`src/rtl/core/ded_pkg.sv`:
```
package ded_pkg;

	typedef struct packed {
		logic [7:0] kind;
		logic [7:0] arg;
	} entry_t;

	// result status codes
	localparam logic [2:0] ST_ADDED = 3'd0;
	localparam logic [2:0] ST_DUP   = 3'd1;
	localparam logic [2:0] ST_FULL  = 3'd2;
	localparam logic [2:0] ST_POP   = 3'd3;
	localparam logic [2:0] ST_EMPTY = 3'd4;

	// operation codes; any code with the high bit set is a pop
	localparam logic [1:0] FUNC_PUSH_TAIL = 2'd0;
	localparam logic [1:0] FUNC_PUSH_HEAD = 2'd1;
	localparam int         FUNC_POP_BIT   = 1;

endpackage

```
`src/rtl/core/ded_store.sv`:
```
module ded_store import ded_pkg::*; #(
	parameter int DEPTH = 16
) (
	input  logic                     clk,
	input  logic                     rd_en,
	input  logic [$clog2(DEPTH)-1:0] rd_addr,
	input  logic                     wr_en,
	input  logic [$clog2(DEPTH)-1:0] wr_addr,
	input  entry_t                   wr_data,
	input  entry_t                   key,
	output entry_t                   rd_data,
	output logic                     match
);

	entry_t mem_q [DEPTH];
	entry_t rd_data_q;

	always_ff @(posedge clk) begin
		if (wr_en) begin
			mem_q[wr_addr] <= wr_data;
		end
		if (rd_en) begin
			rd_data_q <= mem_q[rd_addr];
		end
	end

	// single comparator, shared by every step of the duplicate scan
	assign match   = (rd_data_q == key);
	assign rd_data = rd_data_q;

endmodule

```
`src/rtl/core/dedup_event_deque.sv`:
```
// Bounded event deque with duplicate suppression. Each transfer on the req
// channel is one operation: push tail, push head, or pop head (func high bit
// set). A push first scans every queued entry for an identical kind/arg pair
// through one RAM read port and one comparator, one entry per cycle, then moves
// to S_DONE, which loads the output register; a pop reads the head slot in
// S_POP_RD before S_DONE, and a pop on an empty queue goes straight to S_DONE.
// A stalled result holds the next item in S_DONE until
// the output register frees up. req_stall is high while an item is in
// work. Entries live in a circular buffer, so pushes and pops never move data.
// A refused push for lack of space bumps a wrapping 8-bit drop counter, whose
// value after each item is reported in drop_count. No clearing pass is needed
// after reset: only slots holding queued entries are ever read.
module dedup_event_deque import ded_pkg::*; #(
	parameter int DEPTH = 16
) (
	input  logic       clk,
	input  logic       arst_n,
	input  logic       req_valid,
	output logic       req_stall,
	input  logic [1:0] func,
	input  logic [7:0] event_kind,
	input  logic [7:0] event_arg,
	output logic       rsp_valid,
	input  logic       rsp_stall,
	output logic [2:0] status,
	output logic [7:0] out_kind,
	output logic [7:0] out_arg,
	output logic [7:0] drop_count
);

	localparam int AW = $clog2(DEPTH);
	localparam int CW = $clog2(DEPTH + 1);

	typedef enum logic [3:0] {
		S_IDLE   = 4'b0001,
		S_SCAN   = 4'b0010,
		S_POP_RD = 4'b0100,
		S_DONE   = 4'b1000
	} state_t;

	state_t        state_q;
	logic [AW-1:0] head_q;
	logic [CW-1:0] count_q;
	logic [7:0]    dropped_q;
	logic [AW-1:0] ptr_q;
	logic [CW-1:0] idx_q;
	logic          pend_q;
	logic          match_q;
	logic          at_head_q;
	entry_t        word_q;

	logic [2:0]    res_status_q;
	entry_t        res_entry_q;
	logic          rsp_valid_q;
	logic [2:0]    status_q;
	entry_t        out_entry_q;
	logic [7:0]    drop_count_q;

	logic          accept;
	logic          rd_en;
	logic [AW-1:0] rd_addr;
	logic          wr_en;
	logic [AW-1:0] wr_addr;
	logic          scan_rd;
	logic          scan_end;
	entry_t        rd_data;
	logic          cmp_match;
	logic          out_free;

	function automatic logic [AW-1:0] ptr_inc(input logic [AW-1:0] p);
		return (p == AW'(DEPTH - 1)) ? '0 : p + AW'(1);
	endfunction

	function automatic logic [AW-1:0] ptr_dec(input logic [AW-1:0] p);
		return (p == '0) ? AW'(DEPTH - 1) : p - AW'(1);
	endfunction

	assign req_stall = (state_q != S_IDLE);
	assign accept    = req_valid && (state_q == S_IDLE);
	assign out_free  = !rsp_valid_q || !rsp_stall;

	assign scan_rd  = (state_q == S_SCAN) && (idx_q < count_q);
	assign scan_end = (state_q == S_SCAN) && !scan_rd && !pend_q;

	always_comb begin
		rd_en   = scan_rd;
		rd_addr = ptr_q;
		if (state_q == S_IDLE) begin
			rd_en   = accept && func[FUNC_POP_BIT] && (count_q != '0);
			rd_addr = head_q;
		end
	end

	// after the scan ptr_q has walked past the last entry: the tail slot
	assign wr_en   = scan_end && !match_q && (count_q != CW'(DEPTH));
	assign wr_addr = at_head_q ? ptr_dec(head_q) : ptr_q;

	ded_store #(
		.DEPTH(DEPTH)
	) u_store (
		.clk     (clk),
		.rd_en   (rd_en),
		.rd_addr (rd_addr),
		.wr_en   (wr_en),
		.wr_addr (wr_addr),
		.wr_data (word_q),
		.key     (word_q),
		.rd_data (rd_data),
		.match   (cmp_match)
	);

	always_ff @(posedge clk or negedge arst_n) begin
		if (!arst_n) begin
			state_q      <= S_IDLE;
			head_q       <= '0;
			count_q      <= '0;
			dropped_q    <= '0;
			ptr_q        <= '0;
			idx_q        <= '0;
			pend_q       <= 1'b0;
			match_q      <= 1'b0;
			at_head_q    <= 1'b0;
			word_q       <= '0;
			res_status_q <= ST_ADDED;
			res_entry_q  <= '0;
			rsp_valid_q  <= 1'b0;
			status_q     <= ST_ADDED;
			out_entry_q  <= '0;
			drop_count_q <= '0;
		end else begin
			// S_DONE owns rsp_valid_q while it is loading a result
			if (rsp_valid_q && !rsp_stall && (state_q != S_DONE)) begin
				rsp_valid_q <= 1'b0;
			end
			unique case (state_q)
				S_IDLE: begin
					if (accept) begin
						word_q    <= '{kind: event_kind, arg: event_arg};
						at_head_q <= (func == FUNC_PUSH_HEAD);
						ptr_q     <= head_q;
						idx_q     <= '0;
						pend_q    <= 1'b0;
						match_q   <= 1'b0;
						if (func[FUNC_POP_BIT]) begin
							if (count_q == '0) begin
								res_status_q <= ST_EMPTY;
								res_entry_q  <= '0;
								state_q      <= S_DONE;
							end else begin
								state_q <= S_POP_RD;
							end
						end else begin
							state_q <= S_SCAN;
						end
					end
				end
				S_SCAN: begin
					pend_q <= scan_rd;
					if (scan_rd) begin
						ptr_q <= ptr_inc(ptr_q);
						idx_q <= idx_q + CW'(1);
					end
					if (pend_q && cmp_match) begin
						match_q <= 1'b1;
					end
					if (scan_end) begin
						res_entry_q <= '0;
						state_q     <= S_DONE;
						if (match_q) begin
							res_status_q <= ST_DUP;
						end else if (count_q == CW'(DEPTH)) begin
							res_status_q <= ST_FULL;
							dropped_q    <= dropped_q + 8'd1;
						end else begin
							res_status_q <= ST_ADDED;
							count_q      <= count_q + CW'(1);
							if (at_head_q) begin
								head_q <= ptr_dec(head_q);
							end
						end
					end
				end
				S_POP_RD: begin
					res_status_q <= ST_POP;
					res_entry_q  <= rd_data;
					head_q       <= ptr_inc(head_q);
					count_q      <= count_q - CW'(1);
					state_q      <= S_DONE;
				end
				S_DONE: begin
					if (out_free) begin
						rsp_valid_q  <= 1'b1;
						status_q     <= res_status_q;
						out_entry_q  <= res_entry_q;
						drop_count_q <= dropped_q;
						state_q      <= S_IDLE;
					end
				end
				default: begin
					state_q <= S_IDLE;
				end
			endcase
		end
	end

	assign rsp_valid  = rsp_valid_q;
	assign status     = status_q;
	assign out_kind   = out_entry_q.kind;
	assign out_arg    = out_entry_q.arg;
	assign drop_count = drop_count_q;

	a_count_bound: assert property (@(posedge clk) disable iff (!arst_n)
		count_q <= CW'(DEPTH))
		else $error("fill level beyond depth");

	a_count_step: assert property (@(posedge clk) disable iff (!arst_n)
		(count_q != $past(count_q)) |->
		((count_q == $past(count_q) + CW'(1)) || (count_q == $past(count_q) - CW'(1))))
		else $error("fill level moved by more than one");

	a_pop_nonempty: assert property (@(posedge clk) disable iff (!arst_n)
		(state_q == S_POP_RD) |-> (count_q != '0))
		else $error("pop read issued on empty queue");

	a_payload_zero: assert property (@(posedge clk) disable iff (!arst_n)
		(rsp_valid_q && (status_q != ST_POP)) |-> (out_entry_q == '0))
		else $error("non-pop result carries event data");

	a_drop_on_full: assert property (@(posedge clk) disable iff (!arst_n)
		(scan_end && !match_q && (count_q == CW'(DEPTH))) |=>
		(dropped_q == $past(dropped_q) + 8'd1))
		else $error("full refusal did not count a drop");

endmodule
```
`config.mk`:
```
export PLATFORM = sky130hd
export DESIGN_NAME = dedup_event_deque
export DESIGN_NICKNAME = d
export VERILOG_FILES = /design/src/rtl/core/ded_pkg.sv /design/src/rtl/core/ded_store.sv /design/src/rtl/core/dedup_event_deque.sv
export SDC_FILE = /design/constraint.sdc
export NUM_CORES = 1
export LEC_CHECK = 0
export BUFFER_PORTS_ARGS = -buffer_cell sky130_fd_sc_hd__buf_2
export CAP_MARGIN = 15
export CORE_ASPECT_RATIO = 1.1
export CORE_MARGIN = 10
export CORE_UTILIZATION = 55
export CTS_CLUSTER_DIAMETER = 100
export CTS_CLUSTER_SIZE = 8
export DETAILED_ROUTE_END_ITERATION = 10
export PLACE_DENSITY = 0.74
export RECOVER_POWER = 50
export SLEW_MARGIN = 5
export SYNTH_ARGS = -nofsm -noshare
export SYNTH_HDL_FRONTEND = slang
export SYNTH_SLANG_ARGS = --single-unit
```
`constraint.sdc`:
```
create_clock -name clk -period 6.4 [get_ports clk]
set_clock_uncertainty 0.05 [all_clocks]
set_input_delay 1.92 -clock clk [delete_from_list [all_inputs] [get_ports clk]]
set_output_delay 1.92 -clock clk [all_outputs]
set_load 0.005 [all_outputs]
```
==> metrics.log, run 1 <==
[metrics] buffering stage count on the worst path with inverters included: 2
[metrics] RSZ-0062 raised after global routing: false
[metrics] reg-to-reg setup timing slack: roughly 2.7 ns
[metrics] achievable frequency: 0.2496 GHz
[metrics] number of instances resized during post-cts repair: 0
[metrics] initial standard-cell utilization of the core: 0.5591
[metrics] Final TNS setup: 0 ns
[metrics] clock-pin slew of the registers on the worst-case setup and hold paths: 0.04 ns
[metrics] cts hold-fix bufs: 0
[metrics] number of inserted filler cells in the final layout: approximately 2,000
[metrics] CTS HTree Levels: 2
[metrics] Net count, final: 1,228
[metrics] Post-CTS Setup Repair Bufs: 0
[metrics] delay of the slowest critical-path stage: 1.38 ns
[metrics] cell leakage power: slightly below 7 nW
[metrics] vias after detailed routing: 9,393
[metrics] worst slack, placed: 2.505 ns
[metrics] setup violation total in the final timing report: 0
[metrics] share of final-layout standard cells stronger than drive strength 1: 0.1440
[metrics] pin count of the biggest net entering global routing: 72
[metrics] Placeable Area: 27,040 um2
[metrics] FFs w/ async S/R, synth: 0.2609
[metrics] sequential fraction of the synthesis area: 0.6993
[metrics] type of the tightest min-delay check: flip-flop to flip-flop
[metrics] horizontal die dimension: approximately 180 um
[metrics] library cell contributing the largest single delay on the critical path: clkbuf_2
[metrics] Peak supply drop: 0.2887 mV
[metrics] drt initial violations: 1,071
[metrics] endpoints failing hold: 0
[metrics] post-route minimum period: 4.007 ns
[metrics] floorplan row count: 63
[metrics] via-per-instance ratio: about 6
[metrics] Final Hold Slack: approximately 0.42 ns
[metrics] failing checks: capacitance limit, slew limit
[metrics] CTS tree: yes
[metrics] post-synthesis cell type with the largest combined area: edfxtp_1
[metrics] # clock sinks: 368
[metrics] hpwl dp: 21,220 um
[metrics] area of the multi-input gates: 4234 um2
[metrics] chip height: 193.9 um
[metrics] post-detailed-route count of antenna-violating nets: 0
[metrics] TritonCTS buffer count: just over 50
[metrics] hold depth: 1
[metrics] type of element launching the critical path: input pin
[metrics] worst max-slew margin expressed relative to the limit: -0.1094
[metrics] Synth Instances: about 1,100
[metrics] area share of the largest cell type after synthesis: 0.5403
[metrics] Worst Path Max Fanout: 71
[metrics] warning count from the yosys run: 0
[metrics] root buffer cell: clkbuf_16
[metrics] Critical Path, Cell by Cell: clkbuf_1 > clkbuf_2
[metrics] Cell Area, Placed: between 15,000 and 20,000 um2
[metrics] clock buffer depth: 3
[metrics] RR Startpoint: state_q[0]$_DFFE_PN1P_
[metrics] growth of design area from synthesis to finish: 13.26%
[metrics] Placed Cells: 1,495
[metrics] Final WS setup: 2.393 ns
[metrics] critical path class: input pin to asynchronous set/reset pin
[metrics] synthesized cell area: 15,120 um2
[metrics] slew at the pin with the worst max-slew slack: 1.664 ns
[metrics] share of the clock period used by the worst path after layout: 0.6260
[metrics] reported max-cap violation count: 1
[metrics] cell family with most CP delay: buffers and inverters
[metrics] R2R cell count: 8
[metrics] required time of the worst setup path: 6.69 ns
[metrics] number of enable flip-flop cells after synthesis: 272
[metrics] via count of the first global-routing pass: 9,296
[metrics] CP Data Arrival Time: 4.29 ns
[metrics] Seq. cell area: 10,570 um2
[metrics] wire length of the first global-routing pass: approximately 54,000 um
[metrics] launch instance of the worst min-delay path: dropped_q[7]$_DFFE_PN0P_
[metrics] grt total ovfl: 0
[metrics] area of the die: ~35,000 um2
[metrics] end point of the most critical hold path: dropped_q[7]$_DFFE_PN0P_
[metrics] routability congestion estimate from global placement: just under 0.9
[metrics] critical path capture point type: asynchronous set/reset pin
[metrics] number of storage elements in the synthesis netlist: 368
[metrics] number of cells on the critical path: 2
[metrics] # IOs: 51
[metrics] post-synthesis average cell area: 13.56 um2
[metrics] status: complete, but fails checks
[metrics] routed wirelength normalized by instance count: around 22 um
[metrics] power per cell area: 471.0 nW/um2
[metrics] final slew viol count: 72
[metrics] end of the worst register-to-register path: u_store.rd_data[1]$_DFFE_PP_
[metrics] DRT Wirelength: 35,190 um
[metrics] antenna violations before repair: 0
[metrics] count of different cell masters after synthesis: 60
[metrics] leading post-synthesis cells by cell area: edfxtp_1 54%, dfrtp_1 16%, nand2_1 5.1%
[metrics] flip-flop cell with the highest count after synthesis: edfxtp_1
[metrics] DRC violation count after routing: 0
[metrics] insertion delay of the later-clocked pin in the worst-skew pair: 0.55 ns
[metrics] post-layout power: 8.065 mW
[metrics] fraction of the core area covered by cells at the end of the flow: 0.6333
[metrics] Non-Filler Instances: 1,565
[metrics] number of buffers inserted by port buffering: 50
[metrics] number of nets produced by synthesis: about 1,200
[metrics] ANT cells: 0
[metrics] total global routing track utilization: 0.2014
[metrics] 1st-pass router iterations: 5
[metrics] fin area: 17,120 um2
power breakdown:
| group | switching [mW] | leakage [nW] | total, mW | internal, mW |
|---|---|---|---|---|
| Combinational | 1.35 | 2.46 | 2.14 | 0.787 |
| Sequential | 0.525 | 3.75 | 3.58 | 3.06 |
| Clock | 0.917 | 0.662 | 2.35 | 1.43 |
| Total | 2.79 | 6.87 | 8.06 | 5.27 |
cell families (layout without fill, tap and decap cells):
logic type	Yosys count	after routing	share of synthesized area
muxes	102	102	0.07143
AOI/OAI and AO/OA	114	114	0.05007
xor gates and xnor gates	31	31	0.01796
buffers and inverters	67	160	0.02210
adders and majority gates	14	14	0.01208
and+or+nand+nor	419	419	0.1270
DFF	368	368	0.6993
layout make-up:
class                           count  area share
Inverter                           12    0.002631
Clock buffer                       67     0.07805
Sequential cell                   368      0.6174
Multi-Input combinational cell    680      0.2473
Tap cell                          357     0.02609
Clock inverter                      2    0.001681
Timing Repair Buffer               79     0.02682
layer usage:
| layer | GRT usage | vias to the layer above | wire [um] |
|---|---|---|---|
| met3 | 0.03506 | 91 | 2490 |
| li1 | - | 4242 | - |
| met1 | 0.2644 | 4655 | 14380 |
| met5 | 0 | - | 0 |
| met2 | 0.3199 | 405 | 16710 |
| met4 | 0.09203 | 0 | 1613 |
synthesized netlist by cell type, types with 18 or more instances:
cell type  count
dfrtp_1       95
a21oi_1       42
clkbuf_1      27
mux2_2        29
a22oi_1       18
nand2_1      207
edfxtp_1     272
nand4_1       22
nand3_1      116
nor2_1        38
mux2i_1       69
xor2_1        19
worst max path at each step:
stage	start	end	slack, ns
6_report	arst_n	drop_count[6]$_DFFE_PN0P_	2.39
5_1_grt	arst_n	drop_count[0]$_DFFE_PN0P_	1.80
4_1_cts	state_q[0]$_DFFE_PN1P_	req_stall	2.64
3_5_place_dp	req_valid	u_store.rd_data[14]$_DFFE_PP_	2.51
3_3_place_gp	req_valid	u_store.rd_data[14]$_DFFE_PP_	2.54
2_1_floorplan	rsp_stall	drop_count[3]$_DFFE_PN0P_	3.26
state kept, by name (all words and copies together), names as in the netlist:
signal           count
drop_count           8
state_q              4
u_store.mem_q      256
status               3
out_arg              8
idx_q                5
dropped_q            8
rsp_valid            1
match_q              1
u_store.rd_data     16
word_q              16
res_status_q         3
res_entry_q         16
head_q               4
ptr_q                4
pend_q               1
out_kind             8
count_q              5
at_head_q            1
layout by cell type (no fill, tap or decap), types with 3 or more instances in the layout:
cell and n:
nor3_1 4, a22o_1 16, a21o_1 5, ha_1 13, nor3b_1 3, nand3_1 116, mux2_2 29, a21oi_1 42
nor4_1 4, buf_4 27, o21ai_0 12, inv_1 12, nor2_1 39, xnor2_1 12, buf_2 48, clkbuf_16 51
nand2_1 207, and3_1 4, mux2i_1 67, mux2i_4 3, xor2_1 19, edfxtp_1 272, o22ai_1 3, clkbuf_1 19
a22oi_1 18, dfrtp_1 95, nand4_1 22
(Power assumes the default switching activity.)
==> inputs of run 2 (changes only) <==
Settings changed: ABC_AREA from default to 1, PLACE_DENSITY 0.74 to 0.77.
Clock period 6.4 ns to 3.3 ns, I/O delays scaled along.
==> metrics.log, run 2 <==
[metrics] Worst Path Max Fanout: 13
[metrics] via count of the first global-routing pass: 11,850
[metrics] largest register by flop count: u_store.mem_q
[metrics] ANT cells: 0
[metrics] antenna violations before repair: 0
[metrics] routability congestion estimate from global placement: 0.9346
[metrics] Final Hold Slack: about 0.43 ns
[metrics] status: complete, but fails checks
[metrics] leading cell types in the layout, fill and taps excluded: 387 x nand2_1, 334 x nand3_1, 304 x inv_1, 272 x edfxtp_1, 95 x dfrtp_1
[metrics] critical path capture point type: flip-flop
[metrics] fin area: 18,720 um2
[metrics] post-route minimum period: slightly below 3 ns
[metrics] Peak supply drop: 0.6772 mV
[metrics] worst slack, placed: 0.4545 ns
[metrics] via-per-instance ratio: 5.695
[metrics] top-count cell post-synth: nand2_1
[metrics] flip-flop count of the largest register after layout: approximately 260
[metrics] horizontal die dimension: 185.7 um
[metrics] cell leakage power: 8.550 nW
[metrics] type of the tightest min-delay check: flip-flop to flip-flop
[metrics] post-synthesis average cell area: 10.01 um2
[metrics] failing checks: capacitance limit, slew limit
[metrics] post-synthesis cell type with the largest combined area: edfxtp_1
[metrics] CP Data Arrival Time: 3.18 ns
[metrics] hpwl dp: 26,530 um
[metrics] post-layout power: 18.32 mW
[metrics] required time of the worst setup path: 3.51 ns
[metrics] flip-flop cell with the highest count after synthesis: edfxtp_1
[metrics] final slew viol count: 31
[metrics] Net count, final: 1,773
[metrics] routed wirelength normalized by instance count: 19.72 um
[metrics] Non-Filler Instances: 2,124
[metrics] delay of the slowest critical-path stage: 0.42 ns
[metrics] CTS HTree Levels: 2
[metrics] Placed Cells: between 2,000 and 2,500
[metrics] most common library cell in the layout ignoring fill and taps: nand2_1
[metrics] number of inserted filler cells in the final layout: 2,305
[metrics] area of the multi-input gates: 4579 um2
[metrics] FFs w/ async S/R, synth: 0.2609
[metrics] Cell Area, Placed: 17,360 um2
[metrics] DRT Wirelength: 41,890 um
[metrics] 1st-pass router iterations: 5
[metrics] Final WS setup: 0.3288 ns
[metrics] warning count from the yosys run: 0
[metrics] number of nets produced by synthesis: roughly 1,700
[metrics] RSZ-0062 raised after global routing: false
[metrics] reported max-cap violation count: 1
[metrics] chip height: 202.3 um
[metrics] DRC violation count after routing: 0
[metrics] number of instances resized during post-cts repair: 0
[metrics] power per cell area: 978.5 nW/um2
[metrics] Seq. cell area: 10,570 um2
[metrics] library cell contributing the largest single delay on the critical path: dfrtp_1
[metrics] floorplan row count: 66
[metrics] pin count of the biggest net entering global routing: 50
[metrics] grt total ovfl: 0
[metrics] setup violation total in the final timing report: 0
[metrics] clock buffer depth: 3
[metrics] Placeable Area: 29,650 um2
[metrics] insertion delay of the later-clocked pin in the worst-skew pair: 0.55 ns
[metrics] growth of design area from synthesis to finish: 12.75%
[metrics] share of the clock period used by the worst path after layout: 0.9004
[metrics] area share of the largest cell type after synthesis: 0.4918
[metrics] achievable frequency: 0.3366 GHz
[metrics] count of different cell masters after synthesis: 44
[metrics] CTS tree: yes
[metrics] number of buffers inserted by port buffering: 50
[metrics] share of final-layout standard cells stronger than drive strength 1: 0.09714
[metrics] Post-CTS Setup Repair Bufs: 0
[metrics] drt initial violations: 1,397
[metrics] fraction of the core area covered by cells at the end of the flow: 0.6316
[metrics] wire length of the first global-routing pass: 65,300 um
[metrics] root buffer cell: clkbuf_16
[metrics] worst max-slew margin expressed relative to the limit: -0.07853
[metrics] total global routing track utilization: 0.2210
[metrics] number of storage elements in the synthesis netlist: 368
[metrics] sequential fraction of the synthesis area: 0.6366
[metrics] # clock sinks: 368
[metrics] post-detailed-route count of antenna-violating nets: 0
[metrics] initial standard-cell utilization of the core: 0.5602
[metrics] type of element launching the critical path: flip-flop
[metrics] TritonCTS buffer count: 51
[metrics] Critical Path, Cell by Cell: nor2_4 > nand3_2 > inv_2 > nand3_2 > nor2_1 > nand3_1 > nor2_1 > buf_4
[metrics] slew at the pin with the worst max-slew slack: 1.618 ns
[metrics] endpoints failing hold: 0
[metrics] cts hold-fix bufs: 0
[metrics] vias after detailed routing: around 12,000
[metrics] number of enable flip-flop cells after synthesis: roughly 270
[metrics] leading post-synthesis cells by cell area: edfxtp_1 49%, dfrtp_1 14%, nand3_1 10%
[metrics] # IOs: 51
[metrics] clock-pin slew of the registers on the worst-case setup and hold paths: 0.05 ns
[metrics] Final TNS setup: 0 ns
[metrics] area of the die: ~38,000 um2
[metrics] top cell types by occurrence after synthesis: 388 x nand2_1, 335 x nand3_1, 304 x inv_1
[metrics] critical path class: flip-flop to flip-flop
[metrics] Synth Instances: 1,659
[metrics] synthesized cell area: approximately 17,000 um2
## run 2: cell types whose count changed after synthesis, moves of 19 or more
cell     before  now
inv_1        11  304
a21oi_1      42    8
nand3_1     116  335
nand2_1     207  388
buf_2        15   39
mux2i_1      69    0
mux2_2       29   10
## run 2: routing by layer
| metal | wire length [um] | share of wire | global-route usage | vias to the layer above |
|---|---|---|---|---|
| met5 | 0 | 0 | 0 | - |
| met2 | 19900 | 0.47 | 0.3602 | 629 |
| li1 | - | - | - | 5547 |
| met1 | 16370 | 0.39 | 0.2913 | 5820 |
| met3 | 4362 | 0.10 | 0.04288 | 100 |
| met4 | 1260 | 0.030 | 0.07061 | 0 |
## run 2: layout make-up
class | count | share of cell area
flip-flops and latches | 368 | 0.5646
multi-input cells | 916 | 0.2446
clock buffers | 65 | 0.07210
inverters | 307 | 0.06154
repair buffers | 93 | 0.03060
well taps | 374 | 0.02499
clock inverters | 1 | 0.001604
## run 2: critical path, delay by kind of cell, from the launching register on
kind / cells / cell delay [ns]
simple gates: 6 / 1.61
buf+inv: 2 / 0.58
flops: 1 / 0.42
## run 2: cell families (layout without fill, tap and decap cells)
| logic type | after synthesis | in the layout | share of synthesized area |
|---|---|---|---|
| mux | 26 | 26 | 0.01763 |
| fa+ha+maj | 14 | 14 | 0.01100 |
| xor+xnor | 20 | 20 | 0.01055 |
| buf+inv | 375 | 466 | 0.08950 |
| simple gates | 801 | 801 | 0.2142 |
| compound gates | 55 | 55 | 0.02057 |
| flops | 368 | 368 | 0.6366 |
## run 2: worst paths after layout
check                                            start                             end  cells past startpoint  slack, ns
min reg2reg                res_entry_q[13]$_DFFE_PN0P_     res_entry_q[13]$_DFFE_PN0P_                      2       0.43
min in group asynchronous                       arst_n            idx_q[0]$_DFFE_PN0P_                      1       0.80
max                             state_q[3]$_DFFE_PN0P_  u_store.mem_q[5][10]$_DFFE_PP_                      8       0.33
max in group asynchronous                       arst_n         out_kind[2]$_DFFE_PN0P_                      2       0.67
min                        res_entry_q[13]$_DFFE_PN0P_     res_entry_q[13]$_DFFE_PN0P_                      2       0.43
max reg2reg                     state_q[3]$_DFFE_PN0P_  u_store.mem_q[5][10]$_DFFE_PP_                      8       0.33
## run 2: where the power goes
group | internal, mW | switching, mW
Clock | 2.80 | 1.80
Sequential | 6.02 | 1.00
Combinational | 2.04 | 4.66
Total | 10.9 | 7.46
